[src/hw/rtl/tss_pkg.sv]
// ----------------------------------------------------------------------------
// tss_pkg: shared types and constants of the timed step sequencer
// Request and response word layouts, mode codes and fixed-point constants.
// ----------------------------------------------------------------------------
package tss_pkg;

   // request modes
   localparam logic [1:0] MODE_PUSH   = 2'd0;
   localparam logic [1:0] MODE_CLEAR  = 2'd1;
   localparam logic [1:0] MODE_PLAY   = 2'd2;
   localparam logic [1:0] MODE_UPDATE = 2'd3;

   // 1.0 in unsigned 16.16
   localparam logic [31:0] FP_ONE = 32'h0001_0000;

   // most response words a single request may produce
   localparam int unsigned MAX_RESULTS = 16;

   typedef struct packed {
      logic [1:0]  mode;
      logic [31:0] duration;
      logic [31:0] time_step;
   } req_type;

   typedef struct packed {
      logic       event_res;
      logic [3:0] step_index;
      logic       full_error;
      logic       done_res;
      logic       completed_now;
      logic       last;
   } rsp_type;

endpackage

[src/hw/rtl/timed_step_sequencer.sv]
// ----------------------------------------------------------------------------
// timed_step_sequencer: table of step durations walked by elapsed time
// A request word pushes a duration, clears the table, restarts play or
// advances the elapsed time; response words announce entered steps and
// close every request with one final word marked last.
// ----------------------------------------------------------------------------
// Usage: the req_ channel carries one request word (mode, duration,
// time_step); req_ready is high only while the sequencer is idle. Every
// request returns its step words on the rsp_ channel, then one final word
// with last set. The rsp_ output is a register, so a new request is taken
// while the final word of the previous one still waits for rsp_ready.
// Operation: push and clear go straight to their final word; play first
// sends a step word for step 0 when the table holds steps. An update
// walks its steps through memory read, compare/subtract and send, one
// step per pass through the single compare/subtract unit.
// A new request is accepted only once the final word of the previous one
// is loaded and the sequencer is back in idle.
// A stalled receiver holds the sequencer in its send or finish state;
// nothing is dropped. Reset empties the table, zeroes the elapsed time
// and current step, and clears any pending response; the duration memory
// itself keeps its contents and needs no clearing pass.
// ----------------------------------------------------------------------------
module timed_step_sequencer #(
   parameter int unsigned CAPACITY = 16
) (
   input  logic             clock,
   input  logic             reset,
   input  logic             req_valid,
   output logic             req_ready,
   input  tss_pkg::req_type req_data,
   output logic             rsp_valid,
   input  logic             rsp_ready,
   output tss_pkg::rsp_type rsp_data
);

   localparam int unsigned CNT_W  = $clog2(CAPACITY + 1);
   localparam int unsigned ADDR_W = (CAPACITY > 1) ? $clog2(CAPACITY) : 1;
   localparam int unsigned N_W    = $clog2(tss_pkg::MAX_RESULTS);
   localparam logic [N_W-1:0] N_STOP = N_W'(tss_pkg::MAX_RESULTS - 2);

   localparam logic [2:0] ST_IDLE = 3'd0;
   localparam logic [2:0] ST_RD   = 3'd1;
   localparam logic [2:0] ST_CMP  = 3'd2;
   localparam logic [2:0] ST_SEND = 3'd3;
   localparam logic [2:0] ST_FIN  = 3'd4;

   logic [2:0]       state_ff, state_in;
   logic [2:0]       after_ff, after_in;
   logic [CNT_W-1:0] count_ff, count_in;
   logic [CNT_W-1:0] cur_ff, cur_in;
   logic [31:0]      elapsed_ff, elapsed_in;
   logic [N_W-1:0]   n_ff, n_in;
   logic [CNT_W-1:0] pend_idx_ff, pend_idx_in;
   logic             full_ff, full_in;
   logic             done_ff, done_in;
   logic             comp_ff, comp_in;
   logic             rsp_valid_ff, rsp_valid_in;
   tss_pkg::rsp_type rsp_data_ff, rsp_data_in;
   logic [31:0]      rd_data_ff;

   logic [31:0]      mem [CAPACITY];
   logic             wr_en;

   logic             accept;
   logic             slot_free;
   logic             load_rsp;
   logic [32:0]      sum;
   logic [32:0]      diff;
   logic             over;
   logic [CNT_W-1:0] cur_next;

   assign req_ready = (state_ff == ST_IDLE);
   assign accept    = req_valid && req_ready;
   assign slot_free = !rsp_valid_ff || rsp_ready;
   assign rsp_valid = rsp_valid_ff;
   assign rsp_data  = rsp_data_ff;

   // shared add and compare/subtract unit
   assign sum      = {1'b0, elapsed_ff} + {1'b0, req_data.time_step};
   assign diff     = {1'b0, elapsed_ff} - {1'b0, rd_data_ff};
   assign over     = (rd_data_ff == 32'd0) ? (elapsed_ff > tss_pkg::FP_ONE)
                                           : (!diff[32] && (diff[31:0] != 32'd0));
   assign cur_next = cur_ff + CNT_W'(1);

   // duration memory, one write and one registered read port
   assign wr_en = accept && (req_data.mode == tss_pkg::MODE_PUSH)
                  && (count_ff < CNT_W'(CAPACITY));

   always_ff @(posedge clock) begin
      if (wr_en) begin
         mem[count_ff[ADDR_W-1:0]] <= req_data.duration;
      end
      rd_data_ff <= mem[cur_ff[ADDR_W-1:0]];
   end

   // sequencer
   always_comb begin
      state_in    = state_ff;
      after_in    = after_ff;
      count_in    = count_ff;
      cur_in      = cur_ff;
      elapsed_in  = elapsed_ff;
      n_in        = n_ff;
      pend_idx_in = pend_idx_ff;
      full_in     = full_ff;
      done_in     = done_ff;
      comp_in     = comp_ff;
      load_rsp    = 1'b0;
      rsp_data_in = rsp_data_ff;

      unique case (state_ff)
         ST_IDLE: begin
            if (accept) begin
               full_in  = 1'b0;
               done_in  = 1'b0;
               comp_in  = 1'b0;
               n_in     = '0;
               state_in = ST_FIN;
               unique case (req_data.mode)
                  tss_pkg::MODE_PUSH: begin
                     if (count_ff >= CNT_W'(CAPACITY)) begin
                        full_in = 1'b1;
                     end else begin
                        count_in = count_ff + CNT_W'(1);
                     end
                  end
                  tss_pkg::MODE_CLEAR: begin
                     count_in   = '0;
                     cur_in     = '0;
                     elapsed_in = '0;
                  end
                  tss_pkg::MODE_PLAY: begin
                     cur_in     = '0;
                     elapsed_in = '0;
                     if (count_ff != '0) begin
                        pend_idx_in = '0;
                        after_in    = ST_FIN;
                        state_in    = ST_SEND;
                     end
                  end
                  tss_pkg::MODE_UPDATE: begin
                     if (cur_ff >= count_ff) begin
                        done_in = 1'b1;
                     end else begin
                        elapsed_in = sum[32] ? 32'hFFFF_FFFF : sum[31:0];
                        state_in   = ST_RD;
                     end
                  end
                  default: begin
                     state_in = ST_FIN;
                  end
               endcase
            end
         end
         ST_RD: begin
            state_in = ST_CMP;
         end
         ST_CMP: begin
            if (!over) begin
               state_in = ST_FIN;
            end else begin
               elapsed_in = diff[31:0];
               cur_in     = cur_next;
               if (cur_next >= count_ff) begin
                  done_in  = 1'b1;
                  comp_in  = 1'b1;
                  state_in = ST_FIN;
               end else begin
                  pend_idx_in = cur_next;
                  n_in        = n_ff + N_W'(1);
                  after_in    = (n_ff == N_STOP) ? ST_FIN : ST_RD;
                  state_in    = ST_SEND;
               end
            end
         end
         ST_SEND: begin
            if (slot_free) begin
               load_rsp    = 1'b1;
               rsp_data_in = '{event_res: 1'b1, step_index: 4'(pend_idx_ff),
                               full_error: 1'b0, done_res: 1'b0,
                               completed_now: 1'b0, last: 1'b0};
               state_in    = after_ff;
            end
         end
         ST_FIN: begin
            if (slot_free) begin
               load_rsp    = 1'b1;
               rsp_data_in = '{event_res: 1'b0, step_index: 4'd0,
                               full_error: full_ff, done_res: done_ff,
                               completed_now: comp_ff, last: 1'b1};
               state_in    = ST_IDLE;
            end
         end
         default: begin
            state_in = ST_IDLE;
         end
      endcase
   end

   // output register
   assign rsp_valid_in = load_rsp ? 1'b1 : (rsp_valid_ff && !rsp_ready);

   always_ff @(posedge clock) begin
      if (reset) begin
         state_ff     <= ST_IDLE;
         count_ff     <= '0;
         cur_ff       <= '0;
         elapsed_ff   <= '0;
         n_ff         <= '0;
         rsp_valid_ff <= 1'b0;
      end else begin
         state_ff     <= state_in;
         count_ff     <= count_in;
         cur_ff       <= cur_in;
         elapsed_ff   <= elapsed_in;
         n_ff         <= n_in;
         rsp_valid_ff <= rsp_valid_in;
      end
   end

   always_ff @(posedge clock) begin
      after_ff    <= after_in;
      pend_idx_ff <= pend_idx_in;
      full_ff     <= full_in;
      done_ff     <= done_in;
      comp_ff     <= comp_in;
      rsp_data_ff <= rsp_data_in;
   end

`ifndef SYNTHESIS
   // current step never runs beyond the table fill
   assert property (@(posedge clock) disable iff (reset) cur_ff <= count_ff)
      else $error("current step beyond step count");

   // a compare only happens on a step that exists
   assert property (@(posedge clock) disable iff (reset)
                    (state_ff == ST_CMP) |-> (cur_ff < count_ff))
      else $error("compare on a step past the table end");

   // step words per request stay under the result limit
   assert property (@(posedge clock) disable iff (reset)
                    n_ff <= N_W'(tss_pkg::MAX_RESULTS - 1))
      else $error("too many step words in one request");

   // an accepted request always leaves idle
   assert property (@(posedge clock) disable iff (reset)
                    accept |=> (state_ff != ST_IDLE))
      else $error("request accepted but sequencer stayed idle");

   // a final word hands control back to idle
   assert property (@(posedge clock) disable iff (reset)
                    (state_ff == ST_FIN && slot_free) |=> (state_ff == ST_IDLE)
                    && rsp_valid_ff && rsp_data_ff.last)
      else $error("final word not issued on leaving finish state");
`endif

endmodule
[config.mk]
export PLATFORM = sky130hd
export DESIGN_NAME = timed_step_sequencer
export DESIGN_NICKNAME = d
export VERILOG_FILES = /design/src/hw/rtl/tss_pkg.sv /design/src/hw/rtl/timed_step_sequencer.sv
export SDC_FILE = /design/constraint.sdc
export NUM_CORES = 1
export LEC_CHECK = 0
export BUFFER_PORTS_ARGS = -buffer_cell sky130_fd_sc_hd__buf_4
export CORE_AREA = 10 10 288 290
export CTS_CLUSTER_SIZE = 24
export DETAILED_ROUTE_END_ITERATION = 8
export DIE_AREA = 0 0 298 300
export PLACE_DENSITY = 0.51
export SLEW_MARGIN = 40
export SYNTH_ARGS = -nofsm -noshare
export SYNTH_HDL_FRONTEND = slang
export SYNTH_SLANG_ARGS = --single-unit
[constraint.sdc]
create_clock -name clock -period 11.45 [get_ports clock]
set_input_delay 0.5725 -clock clock [delete_from_list [all_inputs] [get_ports clock]]
set_output_delay 0.5725 -clock clock [all_outputs]
set_load 0.02 [all_outputs]
==> metrics.txt <==
status completed; reg-to-reg setup timing slack 6.76 ns; Post-Syn Area per Cell 15.5 um^2; Hold Crit Class in -> reg; Sw Share 0.219; Final min period 4.69 ns; total track usage 0.153; layout cells sized above 1 0.222; post-synth top area share 0.580; met2 WL post-DR 33.0 mm; final setup fails 0; Die Footprint 89400 um^2; CP Capture Type flop; Non-Filler Instances 2969; total congestion overflow 0; critical hold path startpoint req_data[49]; global placer's final weighted congestion 0.888; crit path kind reg -> reg; vias in the first global route 16400; Worst-Margin Slew 0.775 ns; post-synthesis sequential area ratio 0.639; drt drc 0; DP HPWL 42.4 mm; TritonRoute pass-1 iters 5; combinational share of power 0.058; peak supply drop 0.110 mV; worst hold path depth 1; setup TNS 0 ns; Post-synth ARST share 0; Worst Reg-to-Reg Cells 14; initial antenna violation count 8; total number of vias 15900; max-cap violations 0; Iter 0 DRT Violations 1292; DRT antenna net count 0; Final Hold Viols 0; ys flop type edfxtp_1; clock network power share 0.434; Max-slew headroom 0.483; Initial Util 0.356; number of synthesized flops with an enable pin 530; Die H 300 um; Static Leak 0.0107 uW; clock net sink count 612; startpoint types flop; Post-CTS Resized 0; top sig layer met5; Psw 1060 uW; post-synth cell types 80; worst flop-to-flop path startpoint elapsed_ff[0]; Syn Std Cell Area 27500 um^2; Inst Count DP 2848; fillers 7071; core area 77100 um^2; Syn Nets 1929; crit-path max FO 14; dominant cells by area after synthesis edfxtp_1 (58%), mux4_2 (13%), dfxtp_1 (6.0%); pwr dens 153 nW/um^2; Site Rows 102; clk buf depth 3; DR WL/cell 23.3 um; final WL 69.1 mm; skew final 0.0126 ns; clock tree from TritonCTS built; CP arrival 4.92 ns; Area growth syn-to-layout 15.0%; die width 298 um; CP required 11.68 ns; vias per inst 5.34; sequential power share 0.509; synthesis warning total 0; met3 wire length 3.67 mm; Synth area leader edfxtp_1; largest net degree at the start of global routing 49; first-pass GRT wire length 104 mm; I/O pin cnt 81; Max Clk Rate 0.213 GHz; TritonCTS Buffers 68; FF-to-FF End pend_idx_ff[0]; Cells after Synth 1772; Setup Buffers After CTS 0; max-slew violation count 0; CTS clk-pin slew, worst paths 0.06 ns; Final period util 0.409; Hold Path Sink mem[14][17]; worst skew pair latency 0.60 ns; PortBufs 80; clk root buf clkbuf_16; M1 WL 31.0 mm; H-tree depth 3; P_int 3770 uW; RSZ-0062 raised after global routing false; CTS Hold Bufs 0; #FFs+latches synth 612; fin nets 2035
## per-stage QoR
| step | util | hold slack [ns] | total power [uW] | instance area (um^2) | setup WS [ns] |
|---|---|---|---|---|---|
| after global routing | 0.409 | 0.264 | 5010 | 31600 | 6.39 |
| final | 0.409 | 0.271 | 4820 | 31600 | 6.76 |
| after CTS | 0.409 | 0.233 | 4880 | 31600 | 6.80 |
| after global placement | 0.381 | 0.479 | 2770 | 29300 | 6.94 |
| after detailed placement | 0.382 | 0.497 | 2780 | 29400 | 6.84 |
| after floorplan | - | 0.460 | 2670 | 27500 | 6.95 |
## logic make-up (layout without fill, tap and decap cells)
group	after synthesis	after routing	synth area share
flip-flops	612	612	0.639
buffers and inverters	154	309	0.0233
AND/OR/NAND/NOR	355	355	0.0623
multiplexers	189	189	0.142
adder cells (fa/ha/maj)	87	87	0.0402
AO/OA/AOI/OAI	325	325	0.0768
other	0	2	0
XOR/XNOR	50	50	0.0159
## Yosys cell counts, types with 4 or more instances
cell type / number
o211ai_1: 9
nor2_1: 109
a31o_2: 5
nor3b_1: 4
o21bai_1: 6
nor2b_1: 11
buf_6: 7
clkbuf_1: 43
inv_1: 80
mux2i_1: 26
a21oi_1: 86
edfxtp_1: 530
ha_1: 85
a31oi_1: 5
and3_1: 11
nand3b_1: 5
nand3_1: 22
buf_1: 15
a211oi_1: 14
a21o_1: 23
xor2_1: 15
a211oi_2: 10
or3_1: 7
nand2_1: 93
o21a_1: 10
or2_2: 4
o31ai_1: 5
and2_1: 6
and4_1: 4
nand2b_1: 12
xnor2_1: 35
dfxtp_1: 82
o21ai_0: 100
buf_2: 8
mux4_2: 160
nand4_1: 17
nor4_1: 17
nor3_1: 22
## power by group through the flow
stage	combinational (uW)	sequential, uW	clock, uW
after floorplan	177	2500	0
after global placement	274	2500	0
after detailed placement	278	2500	0
after CTS	279	2450	2150
after global routing	310	2450	2240
final	279	2450	2090
## worst max-delay path: stages, from the launching register on
cell and delay (ns):
dfxtp_1 0.35, inv_1 0.08, ha_1 0.22, fa_1 0.40
nand2b_1 0.19, a211oi_2 0.38, o211ai_1 0.19, a31oi_1 0.38
o211a_1 0.20, o21ai_0 0.08, a211oi_1 0.27, and2_1 0.25
a22o_1 0.52, nand2_1 0.28, a22oi_1 0.54
## cells in the final DEF, fill, tap and decap left out, types with 26 or more instances in the layout
master | Yosys | routed
ha_1 | 85 | 85
nand2_1 | 93 | 92
nor2_1 | 109 | 97
mux4_2 | 160 | 160
a21oi_1 | 86 | 86
buf_4 | 0 | 104
edfxtp_1 | 530 | 530
dfxtp_1 | 82 | 78
inv_1 | 80 | 80
clkbuf_16 | 0 | 70
o21ai_0 | 100 | 100
xnor2_1 | 35 | 35
mux2i_1 | 26 | 26
## state kept, by name (all words and copies together) (netlist names)
register	cells
after_ff	2
comp_ff	1
count_ff	5
cur_ff	5
done_ff	1
elapsed_ff	32
full_ff	1
mem	512
n_ff	4
pend_idx_ff	4
rd_data_ff	32
rsp_data	9
rsp_valid	1
state_ff	3
## routing by layer
layer | track usage | vias up
met5 | 0 | -
met3 | 0.0257 | 95
li1 | - | 7226
met2 | 0.250 | 385
met4 | 0.0443 | 6
met1 | 0.208 | 8145
## layout make-up
class                      instances  area, um^2  share of cell area
antenna                            2        5.00            0.000159
clock buffer                      86        1860              0.0590
clock inverter                    33         274             0.00868
inverter                          81         304             0.00963
multi-input combinational       1006        9390               0.298
sequential                       612       17600               0.557
tap                             1040        1300              0.0412
timing repair buffer             109         855              0.0271
## worst max path at each step
stage,from,to,slack [ns],cells after the start
final,elapsed_ff[0],pend_idx_ff[0],6.76,14
after global routing,elapsed_ff[0],pend_idx_ff[0],6.39,14
after CTS,elapsed_ff[0],pend_idx_ff[2],6.80,14
after detailed placement,elapsed_ff[0],pend_idx_ff[0],6.84,14
after global placement,rd_data_ff[1],pend_idx_ff[0],6.94,14
after floorplan,state_ff[2],mem[3][0],6.95,6
Note: power is estimated with default switching activity, not from simulation.
